--- src/rtl/assert_macros.svh ---
// ----------------------------------------------------------------------------
// assertion macros
// shared concurrent assertion forms for the rtl of the deframer
// ----------------------------------------------------------------------------
`ifndef ASSERT_MACROS_SVH
`define ASSERT_MACROS_SVH

`ifndef ASSERT_OFF

// property holds at every clock edge out of reset
`define ASSERT_ALWAYS(label, clk, rst_n, prop) \
    label: assert property (@(posedge clk) disable iff (!rst_n) (prop)) \
        else $error("assertion failed");

// consequent holds in the same cycle as the antecedent
`define ASSERT_IMPLIES(label, clk, rst_n, ante, cons) \
    label: assert property (@(posedge clk) disable iff (!rst_n) (ante) |-> (cons)) \
        else $error("assertion failed");

// consequent holds in the cycle after the antecedent
`define ASSERT_NEXT(label, clk, rst_n, ante, cons) \
    label: assert property (@(posedge clk) disable iff (!rst_n) (ante) |=> (cons)) \
        else $error("assertion failed");

`else

`define ASSERT_ALWAYS(label, clk, rst_n, prop)
`define ASSERT_IMPLIES(label, clk, rst_n, ante, cons)
`define ASSERT_NEXT(label, clk, rst_n, ante, cons)

`endif

`endif

--- src/rtl/cld_pkg.sv ---
// ----------------------------------------------------------------------------
// cld_pkg
// shared types and constants of the length-prefixed crc-32 deframer
// ----------------------------------------------------------------------------
`timescale 1ns / 1ps
`default_nettype none

package cld_pkg;

    // reflected crc-32 (ieee)
    localparam logic [31:0] CRC_POLY = 32'hEDB8_8320;
    localparam logic [31:0] CRC_INIT = 32'hFFFF_FFFF;
    localparam logic [31:0] CRC_XOROUT = 32'hFFFF_FFFF;

    // reset value of the maximum payload register
    localparam logic [31:0] MAX_PAYLOAD_RESET = 32'd4096;

    // frame status codes
    typedef logic [1:0] status_t;
    localparam status_t STATUS_OK = 2'd0;
    localparam status_t STATUS_TOO_LONG = 2'd1;
    localparam status_t STATUS_CRC_ERR = 2'd2;

    // result of one input item
    typedef struct packed {
        logic [7:0]  payload_byte;
        logic        payload_valid;
        logic        frame_end;
        status_t     frame_status;
        logic [31:0] frame_length;
    } res_t;

endpackage

`default_nettype wire

--- src/rtl/cld_crc8.sv ---
// ----------------------------------------------------------------------------
// cld_crc8
// one byte step of the reflected crc-32, lsb first
// ----------------------------------------------------------------------------
`timescale 1ns / 1ps
`default_nettype none

module cld_crc8 (
    input  wire logic [31:0] crc_in,
    input  wire logic [7:0]  data,
    output logic [31:0]      crc_out
);
    import cld_pkg::*;

    // eight shift-and-reduce steps folded into one xor network
    always_comb
    begin
        logic [31:0] c;
        c = crc_in ^ {24'd0, data};
        for (int k = 0; k < 8; k++)
        begin
            c = (c >> 1) ^ (c[0] ? CRC_POLY : 32'd0);
        end
        crc_out = c;
    end

endmodule

`default_nettype wire

--- src/rtl/cld_parser.sv ---
// ----------------------------------------------------------------------------
// cld_parser
// frame state, header capture, crc check and result forming for one byte
// ----------------------------------------------------------------------------
`timescale 1ns / 1ps
`default_nettype none

`include "assert_macros.svh"

module cld_parser (
    input  wire logic        clk,
    input  wire logic        rst_n,
    input  wire logic        cfg_we,
    input  wire logic [31:0] cfg_wdata,
    input  wire logic        item_valid,
    input  wire logic [7:0]  rx_byte,
    output cld_pkg::res_t    res
);
    import cld_pkg::*;

    typedef enum logic [1:0] {
        PH_LEN = 2'd0,
        PH_CRC = 2'd1,
        PH_PAY = 2'd2
    } phase_t;

    phase_t      phase_reg, phase_next;
    logic [31:0] byte_count_reg, byte_count_next;
    logic [31:0] length_value_reg, length_value_next;
    logic [31:0] expected_crc_reg, expected_crc_next;
    logic [31:0] running_crc_reg, running_crc_next;
    logic [31:0] max_payload_reg;

    logic [31:0] hdr_count;
    logic [31:0] lane;
    logic [31:0] len_word;
    logic [31:0] crc_word;
    logic [31:0] count_inc;
    logic [31:0] crc_upd;

    // byte-wide crc update of the running value
    cld_crc8 u_crc8 (
        .crc_in  (running_crc_reg),
        .data    (rx_byte),
        .crc_out (crc_upd)
    );

    // header byte position and lane placement, little endian
    always_comb
    begin
        hdr_count = (phase_reg == PH_CRC || phase_reg == PH_LEN) ? byte_count_reg : 32'd0;
        lane      = {24'd0, rx_byte} << {hdr_count[1:0], 3'b000};
        len_word  = ((hdr_count == 32'd0) ? 32'd0 : length_value_reg) | lane;
        crc_word  = expected_crc_reg | lane;
        count_inc = byte_count_reg + 32'd1;
    end

    // next state and result
    always_comb
    begin
        phase_next        = phase_reg;
        byte_count_next   = byte_count_reg;
        length_value_next = length_value_reg;
        expected_crc_next = expected_crc_reg;
        running_crc_next  = running_crc_reg;
        res               = '0;

        unique case (phase_reg)
            PH_CRC:
            begin
                expected_crc_next = crc_word;
                if (byte_count_reg >= 32'd3)
                begin
                    byte_count_next = 32'd0;
                    if (length_value_reg == 32'd0)
                    begin
                        // empty payload ends the frame on the last crc byte
                        res.frame_end    = 1'b1;
                        res.frame_status = (crc_word == 32'd0) ? STATUS_OK : STATUS_CRC_ERR;
                        phase_next       = PH_LEN;
                    end
                    else
                    begin
                        running_crc_next = CRC_INIT;
                        phase_next       = PH_PAY;
                    end
                end
                else
                begin
                    byte_count_next = count_inc;
                end
            end
            PH_PAY:
            begin
                res.payload_byte  = rx_byte;
                res.payload_valid = 1'b1;
                running_crc_next  = crc_upd;
                byte_count_next   = count_inc;
                if (count_inc >= length_value_reg)
                begin
                    res.frame_end    = 1'b1;
                    res.frame_status = ((crc_upd ^ CRC_XOROUT) == expected_crc_reg) ?
                                       STATUS_OK : STATUS_CRC_ERR;
                    res.frame_length = length_value_reg;
                    byte_count_next  = 32'd0;
                    phase_next       = PH_LEN;
                end
            end
            default:
            begin
                // length header, also the recovery path for the unused code
                phase_next        = PH_LEN;
                length_value_next = len_word;
                if (hdr_count >= 32'd3)
                begin
                    byte_count_next = 32'd0;
                    if (len_word > max_payload_reg)
                    begin
                        res.frame_end    = 1'b1;
                        res.frame_status = STATUS_TOO_LONG;
                        res.frame_length = len_word;
                    end
                    else
                    begin
                        expected_crc_next = 32'd0;
                        phase_next        = PH_CRC;
                    end
                end
                else
                begin
                    byte_count_next = hdr_count + 32'd1;
                end
            end
        endcase
    end

    // frame state, advanced once per item
    always_ff @(posedge clk or negedge rst_n)
    begin
        if (!rst_n)
        begin
            phase_reg        <= PH_LEN;
            byte_count_reg   <= 32'd0;
            length_value_reg <= 32'd0;
            expected_crc_reg <= 32'd0;
            running_crc_reg  <= CRC_INIT;
        end
        else if (item_valid)
        begin
            phase_reg        <= phase_next;
            byte_count_reg   <= byte_count_next;
            length_value_reg <= length_value_next;
            expected_crc_reg <= expected_crc_next;
            running_crc_reg  <= running_crc_next;
        end
    end

    // maximum payload register
    always_ff @(posedge clk or negedge rst_n)
    begin
        if (!rst_n)
        begin
            max_payload_reg <= MAX_PAYLOAD_RESET;
        end
        else if (cfg_we)
        begin
            max_payload_reg <= cfg_wdata;
        end
    end

    // checks
    `ASSERT_IMPLIES(a_pay_count, clk, rst_n, phase_reg == PH_PAY, byte_count_reg < length_value_reg)
    `ASSERT_IMPLIES(a_too_long, clk, rst_n, res.frame_status == STATUS_TOO_LONG, res.frame_length > max_payload_reg)
    `ASSERT_NEXT(a_end_to_len, clk, rst_n, item_valid && res.frame_end, phase_reg == PH_LEN)
    `ASSERT_IMPLIES(a_pay_flag, clk, rst_n, phase_reg == PH_PAY, res.payload_valid)

endmodule

`default_nettype wire

--- src/rtl/crc32_length_prefixed_deframer_top.sv ---
// flow: an accepted item is held in the input register, and its result is
//   registered in the result register, from which it leaves
// throughput: one byte per cycle while the result side is not stalled; the
//   limit is the single byte-wide crc step
// reset: rst_n clears the frame state to awaiting a length header, empties
//   both registers and sets max_payload to 4096
// ----------------------------------------------------------------------------
// crc32_length_prefixed_deframer_top
// length-prefixed frame deframer with crc-32 check on a byte stream
// ----------------------------------------------------------------------------
`timescale 1ns / 1ps
`default_nettype none

`include "assert_macros.svh"

module crc32_length_prefixed_deframer_top (
    input  wire logic        clk,
    input  wire logic        rst_n,
    // configuration: max_payload
    input  wire logic        cfg_we,
    input  wire logic [31:0] cfg_wdata,
    // received stream
    input  wire logic        s_axis_tvalid,
    output logic             s_axis_tready,
    input  wire logic [7:0]  s_axis_tdata,   // [7:0] rx_byte
    // result stream
    output logic             m_axis_tvalid,
    input  wire logic        m_axis_tready,
    output logic [39:0]      m_axis_tdata,   // [7:0] payload_byte, [39:8] frame_length
    output logic             m_axis_tlast,   // frame_end
    output logic [2:0]       m_axis_tuser    // [0] payload_valid, [2:1] frame_status
);
    import cld_pkg::*;

    logic       in_valid_reg;
    logic [7:0] in_byte_reg;
    logic       out_valid_reg;
    res_t       out_res_reg;
    res_t       parse_res;
    logic       out_ready;
    logic       advance;

    // handshake between the two registers
    assign out_ready     = !out_valid_reg || m_axis_tready;
    assign advance       = in_valid_reg && out_ready;
    assign s_axis_tready = !in_valid_reg || out_ready;

    // frame parser on the registered byte
    cld_parser u_parser (
        .clk        (clk),
        .rst_n      (rst_n),
        .cfg_we     (cfg_we),
        .cfg_wdata  (cfg_wdata),
        .item_valid (advance),
        .rx_byte    (in_byte_reg),
        .res        (parse_res)
    );

    // input register
    always_ff @(posedge clk or negedge rst_n)
    begin
        if (!rst_n)
        begin
            in_valid_reg <= 1'b0;
        end
        else if (s_axis_tvalid && s_axis_tready)
        begin
            in_valid_reg <= 1'b1;
        end
        else if (advance)
        begin
            in_valid_reg <= 1'b0;
        end
    end

    always_ff @(posedge clk)
    begin
        if (s_axis_tvalid && s_axis_tready)
        begin
            in_byte_reg <= s_axis_tdata;
        end
    end

    // result register
    always_ff @(posedge clk or negedge rst_n)
    begin
        if (!rst_n)
        begin
            out_valid_reg <= 1'b0;
        end
        else if (advance)
        begin
            out_valid_reg <= 1'b1;
        end
        else if (m_axis_tready)
        begin
            out_valid_reg <= 1'b0;
        end
    end

    always_ff @(posedge clk)
    begin
        if (advance)
        begin
            out_res_reg <= parse_res;
        end
    end

    // result packing
    assign m_axis_tvalid = out_valid_reg;
    assign m_axis_tdata  = {out_res_reg.frame_length, out_res_reg.payload_byte};
    assign m_axis_tlast  = out_res_reg.frame_end;
    assign m_axis_tuser  = {out_res_reg.frame_status, out_res_reg.payload_valid};

    // checks
    `ASSERT_NEXT(a_in_hold, clk, rst_n, in_valid_reg && !out_ready,
        in_valid_reg && $stable(in_byte_reg))
    `ASSERT_IMPLIES(a_mid_frame, clk, rst_n, m_axis_tvalid && !m_axis_tlast,
        m_axis_tuser[2:1] == STATUS_OK && m_axis_tdata[39:8] == 32'd0)
    `ASSERT_IMPLIES(a_pay_status, clk, rst_n, m_axis_tvalid && m_axis_tuser[0],
        m_axis_tuser[2:1] != STATUS_TOO_LONG)
    `ASSERT_ALWAYS(a_status_code, clk, rst_n, !m_axis_tvalid || m_axis_tuser[2:1] != 2'b11)

endmodule

`default_nettype wire
--- config.mk ---
export PLATFORM = sky130hd
export DESIGN_NAME = crc32_length_prefixed_deframer_top
export DESIGN_NICKNAME = d
export VERILOG_FILES = /design/src/rtl/cld_pkg.sv /design/src/rtl/cld_crc8.sv /design/src/rtl/cld_parser.sv /design/src/rtl/crc32_length_prefixed_deframer_top.sv
export VERILOG_INCLUDE_DIRS = /design/src /design/src/rtl
export SDC_FILE = /design/constraint.sdc
export NUM_CORES = 1
export LEC_CHECK = 0
export ABC_AREA = 1
export BUFFER_PORTS_ARGS = -buffer_cell sky130_fd_sc_hd__buf_4
export CAP_MARGIN = 20
export CORE_MARGIN = 2
export CORE_UTILIZATION = 37
export CTS_BUF_LIST = sky130_fd_sc_hd__clkbuf_4
export DETAILED_ROUTE_END_ITERATION = 8
export PLACE_DENSITY = 0.59
export SYNTH_ARGS = -nofsm -noshare
export SYNTH_HDL_FRONTEND = slang
export SYNTH_HIERARCHICAL = 1
export SYNTH_SLANG_ARGS = --single-unit
--- constraint.sdc ---
create_clock -name clk -period 4.95 [get_ports clk]
set_input_delay 1.2375 -clock clk [delete_from_list [all_inputs] [get_ports clk]]
set_output_delay 1.2375 -clock clk [all_outputs]
set_load 0.02 [all_outputs]
==> results of run 1 <==
worst paths after layout:
| kind | from | endpoint | slack (ps) | cells past startpoint |
|---|---|---|---|---|
| min in group asynchronous | rst_n | u_parser/running_crc_reg[31]$_DFFE_PN1P_ | 600 | 1 |
| worst min-delay path | u_parser/running_crc_reg[31]$_DFFE_PN1P_ | u_parser/running_crc_reg[31]$_DFFE_PN1P_ | 490 | 2 |
| worst max-delay path | u_parser/byte_count_reg[1]$_DFFE_PN0P_ | u_parser/byte_count_reg[0]$_DFFE_PN0P_ | 790 | 21 |
| worst min register to register | u_parser/running_crc_reg[31]$_DFFE_PN1P_ | u_parser/running_crc_reg[31]$_DFFE_PN1P_ | 490 | 2 |
| max in group asynchronous | rst_n | u_parser/byte_count_reg[26]$_DFFE_PN0P_ | 3510 | 3 |
| worst max register to register | u_parser/byte_count_reg[1]$_DFFE_PN0P_ | u_parser/byte_count_reg[0]$_DFFE_PN0P_ | 790 | 21 |
logic make-up (layout without fill, tap and decap cells):
logic type,Yosys count,count (layout),share of synthesized area [%]
AO/OA/AOI/OAI,192,192,7.001
XOR/XNOR,93,93,6.004
adder cells (fa/ha/maj),69,69,6.193
buffers and inverters,297,458,8.454
flip-flops,216,216,40.94
multiplexers,1,1,0.08077
other,0,3,0
AND/OR/NAND/NOR,1027,1027,31.33
critical path, delay by kind of cell (launching register included):
family                     cells  cell delay [ps]
and+or+nand+nor               15             1630
DFF                            1              800
adders and majority gates      2              700
buffers and inverters          2              440
AOI/OAI and AO/OA              2              410
routing by layer:
layer	share of wire [%]	GRT usage (%)	vias to the layer above
li1	-	-	6248
met1	48	31.51	5876
met2	43	32.68	414
met3	6.3	4.224	64
met4	2.5	7.073	0
met5	0	0	-
power by group through the flow:
stage	combinational, mW	sequential [mW]	clock [mW]
2_1_floorplan	3.19	2.71	0
3_3_place_gp	4.31	2.80	0
3_5_place_dp	4.38	2.80	0
4_1_cts	4.40	2.77	1.76
5_1_grt	4.96	2.83	1.86
6_report	4.43	2.78	1.69
cells in the final DEF, fill, tap and decap left out, types with 4 or more instances in the layout:
cell	n
sky130_fd_sc_hd__a21oi_1	33
sky130_fd_sc_hd__buf_4	103
sky130_fd_sc_hd__clkbuf_4	94
sky130_fd_sc_hd__clkinv_1	16
sky130_fd_sc_hd__dfrtp_1	131
sky130_fd_sc_hd__dfstp_2	33
sky130_fd_sc_hd__edfxtp_1	52
sky130_fd_sc_hd__ha_1	69
sky130_fd_sc_hd__inv_1	227
sky130_fd_sc_hd__inv_2	9
sky130_fd_sc_hd__nand2_1	646
sky130_fd_sc_hd__nand2_2	22
sky130_fd_sc_hd__nand2_4	10
sky130_fd_sc_hd__nand3_1	117
sky130_fd_sc_hd__nand3_2	4
sky130_fd_sc_hd__nand4_1	20
sky130_fd_sc_hd__nor2_1	153
sky130_fd_sc_hd__nor2_2	5
sky130_fd_sc_hd__nor3_1	23
sky130_fd_sc_hd__nor4_1	15
sky130_fd_sc_hd__o21a_1	4
sky130_fd_sc_hd__o21ai_0	147
sky130_fd_sc_hd__o21ai_1	4
sky130_fd_sc_hd__xnor2_1	21
sky130_fd_sc_hd__xor2_1	69
area by class of cell:
class                      instances  area [sq um]
fill                            3864         21420
multi-input combinational       1382          7078
sequential                       216          5707
inverter                         237         889.6
timing repair buffer             107         859.6
clock buffer                      94         705.7
tap                              511         639.4
clock inverter                    20         90.09
antenna                            3         7.507
metrics by stage:
| stage | util (%) | setup slack (ps) |
|---|---|---|
| after floorplan | - | 213.4 |
| after global placement | 40.42 | 904.1 |
| after detailed placement | 40.42 | 967.7 |
| after CTS | 42.55 | 913.9 |
| after global routing | 42.72 | 464.7 |
| final | 42.72 | 785.7 |
==> impl_results.md, run 1 <==
- Count of state elements after synthesis: 216
- Total count of max-transition violations in the final report: 0
- Max rail drop VDD: 0.2224 mV
- Highest fanout seen on the critical path: 32
- Count of unresolved DRC violations after routing: 0
- Crit path capture type: flop
- Class of the tightest hold or removal check: flop to flop
- Cells traversed along the worst timing path: ha_1 -> nand2_1 -> nor2_1 -> nand2_1 -> nor2_1 -> nand2_1 -> o21ai_0 -> inv_1 -> ha_1 -> nand2_1 -> nor2_1 -> nand2_1 -> nor2_1 -> nor2_1 -> nand2_1 -> nand2_1 -> nand3_1 -> nand2_1 -> buf_4 -> nand2_1 -> a21oi_1
- Count of input and output buffers: 90
- Routability Congestion: 0.9363
- Max-slew headroom at the worst pin: 26.14%
- Minimum period implied by the final worst setup slack: 4164 ps
- Share of cells above drive strength 1: 14.79%
- Leak Pwr: 8.228 nW
- IO Count: 91
- Period utilization: 84.13%
- Detailed router's first-iteration violation count: 944
- Cell types with the highest counts after synthesis: sky130_fd_sc_hd__nand2_1, sky130_fd_sc_hd__inv_1, sky130_fd_sc_hd__nor2_1, sky130_fd_sc_hd__o21ai_0, sky130_fd_sc_hd__dfrtp_1
- Gr ovfl total: 0
- Cell with the most instances after synthesis: sky130_fd_sc_hd__nand2_1
- Final Hold Viols: 0
- Starting utilization of the core area: 37.28%
- Clk Latency, worst-skew pair: 810 ps
- Share of async-settable or async-resettable flops after synthesis: 75.93%
- Post-route non-filler standard cell count: 2570
- Clock root buffer: sky130_fd_sc_hd__clkbuf_4
- Post-synthesis instance total: 1895
- Area leader, netlist: sky130_fd_sc_hd__dfrtp_1
- Critical path type: flop to flop
- Worst slew pin tran: 1104 ps
- Number of nets in the layout: 2118
- Share of the yosys chip area belonging to registers: 40.94%
- Flop pwr share: 31.2%
- Total GRT Usage: 21.82%
- CTS tree: yes
- Number of vias per cell after detailed routing: 4.904
- Flip-flop count of the largest register, all copies and words added: 40
- Netlist area before placement: 13940 sq um
- Fmax: 240.1 MHz
- Worst stage delay on the critical path: 800 ps
- Final setup vio count: 0
- Nets in the synthesized netlist: 2009
- Vias in the first global route: 11810
- Number of buffers added by the clock tree synthesis step: 60
- Number of placed instances, taps included: 2451
- Internal Dissipation: 4.694 mW
- First-pass iteration count of the detailed router: 6
- Final instance area: 15980 sq um
- Area of the core region: 37400 sq um
- CP Launch Type: flop
- Number of synthesized flops with an enable pin: 52
- Post-cts repair resize count: 0
- Combinational share of power: 49.8%
- Clock network power share: 19.0%
- Switching share of total power: 47.23%
- Hold-fix buffers at CTS: 0
- Horiz. Die Dim: 198.1 microns
- Hold slack: 491.6 ps
- CTS H-tree depth: 2
- Area post-placement: 15120 sq um
- Slowest cell on the critical path: sky130_fd_sc_hd__dfrtp_1
- RSZ-0062 raised after global routing: false
- Post-CTS setup buffer count: 0
- Total number of vias: 12600
- Cell repeated most along the worst path: sky130_fd_sc_hd__nand2_1
- Netlist cell types: 40
- Maximum capacitance violations: 0
- Count of antenna-violating nets left after detailed routing: 0
- Total power: 8.897 mW
- Main area contributors after synthesis: sky130_fd_sc_hd__dfrtp_1, sky130_fd_sc_hd__nand2_1, sky130_fd_sc_hd__edfxtp_1, sky130_fd_sc_hd__dfstp_2, sky130_fd_sc_hd__ha_1
- Data required time at the worst endpoint: 5610 ps
- Standard-cell rows: 71
- Clk slew on worst S/H paths: 70 ps
- Setup total negative slack: 0 ps
- Number of warning messages in the yosys log: 6
- Detailed placement HPWL: 31.37 mm
- Antenna violations before repair: 2
- Largest clock skew in the final design: 91.27 ps
- Area overhead of the layout relative to synthesis: 14.60%
- Maximum number of buffers from clock root to sink: 3
- Clock net sink count: 216
- Total Wirelength: 42.28 mm
- Die ar.: 39250 sq um
- Critical path arrival: 4820 ps
- Fraction of post-synthesis cell area in the top cell type by area: 23.51%
- Post-synthesis average cell area: 7.357 sq um
- Die Span Y: 198.1 microns
- First-pass GRT wire length: 66.32 mm
- Top FF cell, synth: sky130_fd_sc_hd__dfrtp_1
- Run status: finished clean
- Routed len/inst: 16.45 microns
- Power density over the cells: 556.9 nW/um^2
- P_sw: 4.202 mW
- Largest net degree at the start of global routing: 110
No activity file was read; power rests on OpenSTA's default activity.
==> inputs of run 2 (changes only) <==
--- a/config.mk
+++ b/config.mk
@@ -6,14 +6,14 @@
 export SDC_FILE = /design/constraint.sdc
 export NUM_CORES = 1
 export LEC_CHECK = 0
-export ABC_AREA = 1
+export ABC_AREA = 0
 export BUFFER_PORTS_ARGS = -buffer_cell sky130_fd_sc_hd__buf_4
 export CAP_MARGIN = 20
 export CORE_MARGIN = 2
 export CORE_UTILIZATION = 37
 export CTS_BUF_LIST = sky130_fd_sc_hd__clkbuf_4
 export DETAILED_ROUTE_END_ITERATION = 8
-export PLACE_DENSITY = 0.59
+export PLACE_DENSITY = 0.61
 export SYNTH_ARGS = -nofsm -noshare
 export SYNTH_HDL_FRONTEND = slang
 export SYNTH_HIERARCHICAL = 1
==> constraint.sdc (replaced) <==
create_clock -name clk -period 3.46 [get_ports clk]
set_input_delay 0.865 -clock clk [delete_from_list [all_inputs] [get_ports clk]]
set_output_delay 0.865 -clock clk [all_outputs]
set_load 0.02 [all_outputs]
==> run 2 against run 1 <==
Compared with the run above: the run now ends with negative setup slack left; global-route usage shrank 0.76 points; synthesized cell count decreased by 33%; clock-buffer cell count up 3; first-iteration DRC count fell by 20%; hold slack worse by 380 ps; via count fell by 13%; highest routed layer unchanged.
==> impl_results.md, run 2 <==
- Setup total negative slack: -45490 ps (was 0 ps)
- Detailed placement HPWL: 27.30 mm (was 31.37 mm)
- Worst slew pin tran: 731.1 ps (was 1104 ps)
- Post-synthesis average cell area: 9.920 sq um (was 7.357 sq um)
- Final Hold Viols: 0 (unchanged)
- Gr ovfl total: 0 (unchanged)
- Post-synthesis mux area share: 0.2473% (was 0.08078%)
- Fmax: 249.8 MHz (was 240.1 MHz)
- Top library cells by usage in the layout, fill and taps aside: sky130_fd_sc_hd__buf_4, sky130_fd_sc_hd__dfrtp_1, sky130_fd_sc_hd__nand2_1, sky130_fd_sc_hd__inv_1, sky130_fd_sc_hd__clkbuf_4 (was sky130_fd_sc_hd__nand2_1, sky130_fd_sc_hd__inv_1, sky130_fd_sc_hd__nor2_1, sky130_fd_sc_hd__o21ai_0, sky130_fd_sc_hd__dfrtp_1)
- Routed len/inst: 18.72 microns (was 16.45 microns)
- Vias in the first global route: 10820 (was 11810)
- Routability Congestion: 0.8919 (was 0.9363)
- Netlist area before placement: 12650 sq um (was 13940 sq um)
- Data required time at the worst endpoint: 4040 ps (was 5610 ps)
- GR peak layer: met2 (unchanged)
- Netlist cell types: 80 (was 40)
- CTS tree: yes (unchanged)
- Slowest cell on the critical path: sky130_fd_sc_hd__a211oi_4 (was sky130_fd_sc_hd__dfrtp_1)
- Die ar.: 35680 sq um (was 39250 sq um)
- Area leader, netlist: sky130_fd_sc_hd__dfrtp_1 (unchanged)
- Detailed router's first-iteration violation count: 755 (was 944)
- Number of vias per cell after detailed routing: 5.340 (was 4.904)
- Run status: finished, violations left (was finished clean)
- Crit path capture type: flop (unchanged)
- Number of placed instances, taps included: 1917 (was 2451)
- Violated checks: negative setup slack
- Starting utilization of the core area: 37.63% (was 37.28%)
- Minimum period implied by the final worst setup slack: 4003 ps (was 4164 ps)
- Setup slack at placement: -757.8 ps (was 967.7 ps)
- Maximum number of buffers from clock root to sink: 3 (unchanged)
- Period utilization: 115.7% (was 84.13%)
- Count of unresolved DRC violations after routing: 0 (unchanged)
- Count of antenna-violating nets left after detailed routing: 0 (unchanged)
- Post-synthesis share of cell area spent on xor and xnor gates: 10.52% (was 6.004%)
- Total count of max-transition violations in the final report: 0 (unchanged)
- Largest clock skew in the final design: 57.86 ps (was 91.27 ps)
- Total Wirelength: 38.51 mm (was 42.28 mm)
- Total power: 11.63 mW (was 8.897 mW)
- Share of the yosys chip area belonging to registers: 45.12% (was 40.94%)
- Main area contributors after synthesis: sky130_fd_sc_hd__dfrtp_1, sky130_fd_sc_hd__edfxtp_1, sky130_fd_sc_hd__dfstp_2, sky130_fd_sc_hd__ha_1, sky130_fd_sc_hd__xnor2_1 (was sky130_fd_sc_hd__dfrtp_1, sky130_fd_sc_hd__nand2_1, sky130_fd_sc_hd__edfxtp_1, sky130_fd_sc_hd__dfstp_2, sky130_fd_sc_hd__ha_1)
- Post-synthesis adder-cell area fraction: 6.826% (was 6.193%)
- Post-synthesis instance total: 1275 (was 1895)
- Class of the tightest hold or removal check: input port to async pin (was flop to flop)
- Share of cells above drive strength 1: 34.20% (was 14.79%)
- Area overhead of the layout relative to synthesis: 32.49% (was 14.60%)
- Horiz. Die Dim: 188.9 microns (was 198.1 microns)
- GRT met3 Usage: 3.985% (was 4.224%)
- First-pass iteration count of the detailed router: 5 (was 6)
- Hold slack: 108.1 ps (was 491.6 ps)
- Cell with the most instances after synthesis: sky130_fd_sc_hd__dfrtp_1 (was sky130_fd_sc_hd__nand2_1)
- Simple logic cell fraction of the synthesized area: 12.93% (was 31.33%)
- Antenna violations before repair: 1 (was 2)
- Flip-flop count of the largest register, all copies and words added: 40 (unchanged)
- Largest net degree at the start of global routing: 141 (was 110)
- Highest fanout seen on the critical path: 24 (was 32)
- CTS H-tree depth: 2 (unchanged)
- Count of buffering cells on the critical path with inverters included: 3 (was 2)
- Clk Latency, worst-skew pair: 750 ps (was 810 ps)
- Worst path depth: 14 (was 21)
- Clock net sink count: 216 (unchanged)
- Worst stage delay on the critical path: 450 ps (was 800 ps)
- First-pass GRT wire length: 59.34 mm (was 66.32 mm)
- CP Launch Type: flop (unchanged)
- Leak Pwr: 7.514 nW (was 8.228 nW)
- Critical path type: flop to flop (unchanged)
- Number of buffers added by the clock tree synthesis step: 61 (was 60)
- Count of input and output buffers: 90 (unchanged)
- Clk slew on worst S/H paths: 60 ps (was 70 ps)
- Smallest setup slack after layout: -542.8 ps (was 785.7 ps)
- RSZ-0062 raised after global routing: true (was false)
- Max-slew headroom at the worst pin: 51.08% (was 26.14%)
- Nets in the synthesized netlist: 1389 (was 2009)
- Met2 track demand over resource: 32.23% (was 32.68%)
- Cell types with the highest counts after synthesis: sky130_fd_sc_hd__dfrtp_1, sky130_fd_sc_hd__nand2_1, sky130_fd_sc_hd__inv_1, sky130_fd_sc_hd__a21oi_1, sky130_fd_sc_hd__xnor2_1 (was sky130_fd_sc_hd__nand2_1, sky130_fd_sc_hd__inv_1, sky130_fd_sc_hd__nor2_1, sky130_fd_sc_hd__o21ai_0, sky130_fd_sc_hd__dfrtp_1)
- Total GRT Usage: 21.06% (was 21.82%)
- Compound-cell area share of the yosys netlist: 18.41% (was 7.001%)
- Number of synthesized flops with an enable pin: 52 (unchanged)
- Power density over the cells: 693.8 nW/um^2 (was 556.9 nW/um^2)
- Count of state elements after synthesis: 216 (unchanged)
- Dominant combinational cell family by area after synthesis: compound AO/OA/AOI/OAI gates (was simple AND/OR/NAND/NOR gates)
- Number of warning messages in the yosys log: 6 (unchanged)
- Area of the core region: 33620 sq um (was 37400 sq um)
- Most common cell after layout, fill and taps aside: sky130_fd_sc_hd__buf_4 (was sky130_fd_sc_hd__nand2_1)
- Clock root buffer: sky130_fd_sc_hd__clkbuf_4 (unchanged)
- Maximum capacitance violations: 0 (unchanged)
- Global-route track usage on met1: 30.19% (was 31.51%)
- Top FF cell, synth: sky130_fd_sc_hd__dfrtp_1 (unchanged)
- Standard-cell rows: 67 (was 71)
- Final setup vio count: 101 (was 0)
- Total number of vias: 10990 (was 12600)
- Cells traversed along the worst timing path: nor4_2 -> nand4_1 -> o21ai_2 -> nand2_2 -> buf_12 -> buf_4 -> a22o_1 -> ha_1 -> and4_1 -> nand3_1 -> o311a_4 -> a211oi_4 -> buf_6 -> a22o_1 (was ha_1 -> nand2_1 -> nor2_1 -> nand2_1 -> nor2_1 -> nand2_1 -> o21ai_0 -> inv_1 -> ha_1 -> nand2_1 -> nor2_1 -> nand2_1 -> nor2_1 -> nor2_1 -> nand2_1 -> nand2_1 -> nand3_1 -> nand2_1 -> buf_4 -> nand2_1 -> a21oi_1)
- IO Count: 91 (unchanged)
- Critical path arrival: 4580 ps (was 4820 ps)
- Die Span Y: 188.9 microns (was 198.1 microns)
- Post-route non-filler standard cell count: 2057 (was 2570)
- Hold-fix buffers at CTS: 0 (unchanged)
- Max rail drop VDD: 0.5026 mV (was 0.2224 mV)
- Cell repeated most along the worst path: sky130_fd_sc_hd__a22o_1 (was sky130_fd_sc_hd__nand2_1)
- Share of async-settable or async-resettable flops after synthesis: 75.93% (unchanged)
- Top Family by Delay on Critical Path: compound AO/OA/AOI/OAI gates (was simple AND/OR/NAND/NOR gates)
- Worst reg2reg path depth: 14 (was 21)
- Number of nets in the layout: 1670 (was 2118)
- Fill cell total of the finished layout: 3058 (was 3864)
- Fraction of post-synthesis cell area in the top cell type by area: 25.92% (was 23.51%)
## run 2: cell types whose count changed after synthesis, moves of 18 or more
cell / before / now
sky130_fd_sc_hd__a22o_1: 0 / 59
sky130_fd_sc_hd__clkbuf_1: 28 / 47
sky130_fd_sc_hd__a41oi_1: 0 / 32
sky130_fd_sc_hd__xor2_1: 69 / 22
sky130_fd_sc_hd__nand2_1: 646 / 121
sky130_fd_sc_hd__nor2_1: 154 / 53
sky130_fd_sc_hd__nor4_1: 15 / 33
sky130_fd_sc_hd__nand3_1: 117 / 29
sky130_fd_sc_hd__xnor2_1: 21 / 92
sky130_fd_sc_hd__a21oi_1: 35 / 97
sky130_fd_sc_hd__o21ai_0: 147 / 89
sky130_fd_sc_hd__inv_1: 227 / 112
sky130_fd_sc_hd__nand2_2: 22 / 0
## run 2: repair_timing
item / in CTS / in global routing
cloned: 0 / 1
setup buffers: 5 / 19
pin swaps: 9 / 23
endpoints found under the hold margin: 0 / 0
resized for setup: 31 / 87
endpoints found under the setup margin: 101 / 101
## run 2: cell families (layout without fill, tap and decap cells)
kind of cell | count (synthesis) | in the layout
buffers and inverters | 185 | 518
other | 0 | 1
DFF | 216 | 216
xor gates and xnor gates | 129 | 129
AOI/OAI and AO/OA | 348 | 348
muxes | 3 | 3
and+or+nand+nor | 325 | 325
adders and majority gates | 69 | 69
## run 2: layer usage
layer / part of all wire [%] / vias to the layer above
met3: 6.7 / 63
met2: 44 / 379
li1: - / 5177
met4: 2.2 / 0
met5: 0 / -
met1: 47 / 5366
## run 2: worst paths after layout
path | start | slack (ps) | to
max | u_parser/byte_count_reg[8]$_DFFE_PN0P_ | -540 | m_axis_tdata[37]$_DFFE_PP_
min | rst_n | 110 | u_parser/max_payload_reg[19]$_DFFE_PN0P_
max reg2reg | u_parser/byte_count_reg[8]$_DFFE_PN0P_ | -540 | m_axis_tdata[37]$_DFFE_PP_
min reg2reg | u_parser/running_crc_reg[28]$_DFFE_PN1P_ | 540 | u_parser/running_crc_reg[28]$_DFFE_PN1P_
max in group asynchronous | rst_n | 2490 | u_parser/running_crc_reg[20]$_DFFE_PN1P_
min in group clk | s_axis_tvalid | 320 | in_valid_reg$_DFFE_PN0P_
## run 2: through the flow
step                cell area [sq um]  utilization (%)
CTS                             16160            48.07
global route                    16760            49.85
floorplan                       12730                -
finish                          16760            49.85
global placement                15110            44.96
detailed placement              15110            44.96
## run 2: cell type report
| class | instances | area (sq um) | area share, % |
|---|---|---|---|
| well taps | 448 | 560.5 | 3.345 |
| repair buffers | 291 | 2431 | 14.51 |
| clock buffers | 97 | 728.2 | 4.346 |
| multi-input cells | 874 | 6839 | 40.81 |
| clock inverters | 18 | 68.82 | 0.4107 |
| flip-flops and latches | 216 | 5707 | 34.06 |
| diodes | 1 | 2.502 | 0.01493 |
| inverters | 112 | 420.4 | 2.509 |
## run 2: worst reg2reg max path: stages, from the launching register on
cell and delay, ps:
sky130_fd_sc_hd__dfrtp_1 420, sky130_fd_sc_hd__nor4_2 360, sky130_fd_sc_hd__nand4_1 240, sky130_fd_sc_hd__o21ai_2 270, sky130_fd_sc_hd__nand2_2 100, sky130_fd_sc_hd__buf_12 180
sky130_fd_sc_hd__buf_4 170, sky130_fd_sc_hd__a22o_1 220, sky130_fd_sc_hd__ha_1 290, sky130_fd_sc_hd__and4_1 200, sky130_fd_sc_hd__nand3_1 160, sky130_fd_sc_hd__o311a_4 440
sky130_fd_sc_hd__a211oi_4 450, sky130_fd_sc_hd__buf_6 210, sky130_fd_sc_hd__a22o_1 140
## run 2: report_power, final
part	total, mW	leakage (nW)	internal, mW	switching [mW]
combinational	5.88	4.63	2.78	3.10
sequential	3.35	2.40	3.09	0.258
clock	2.39	0.482	1.27	1.13
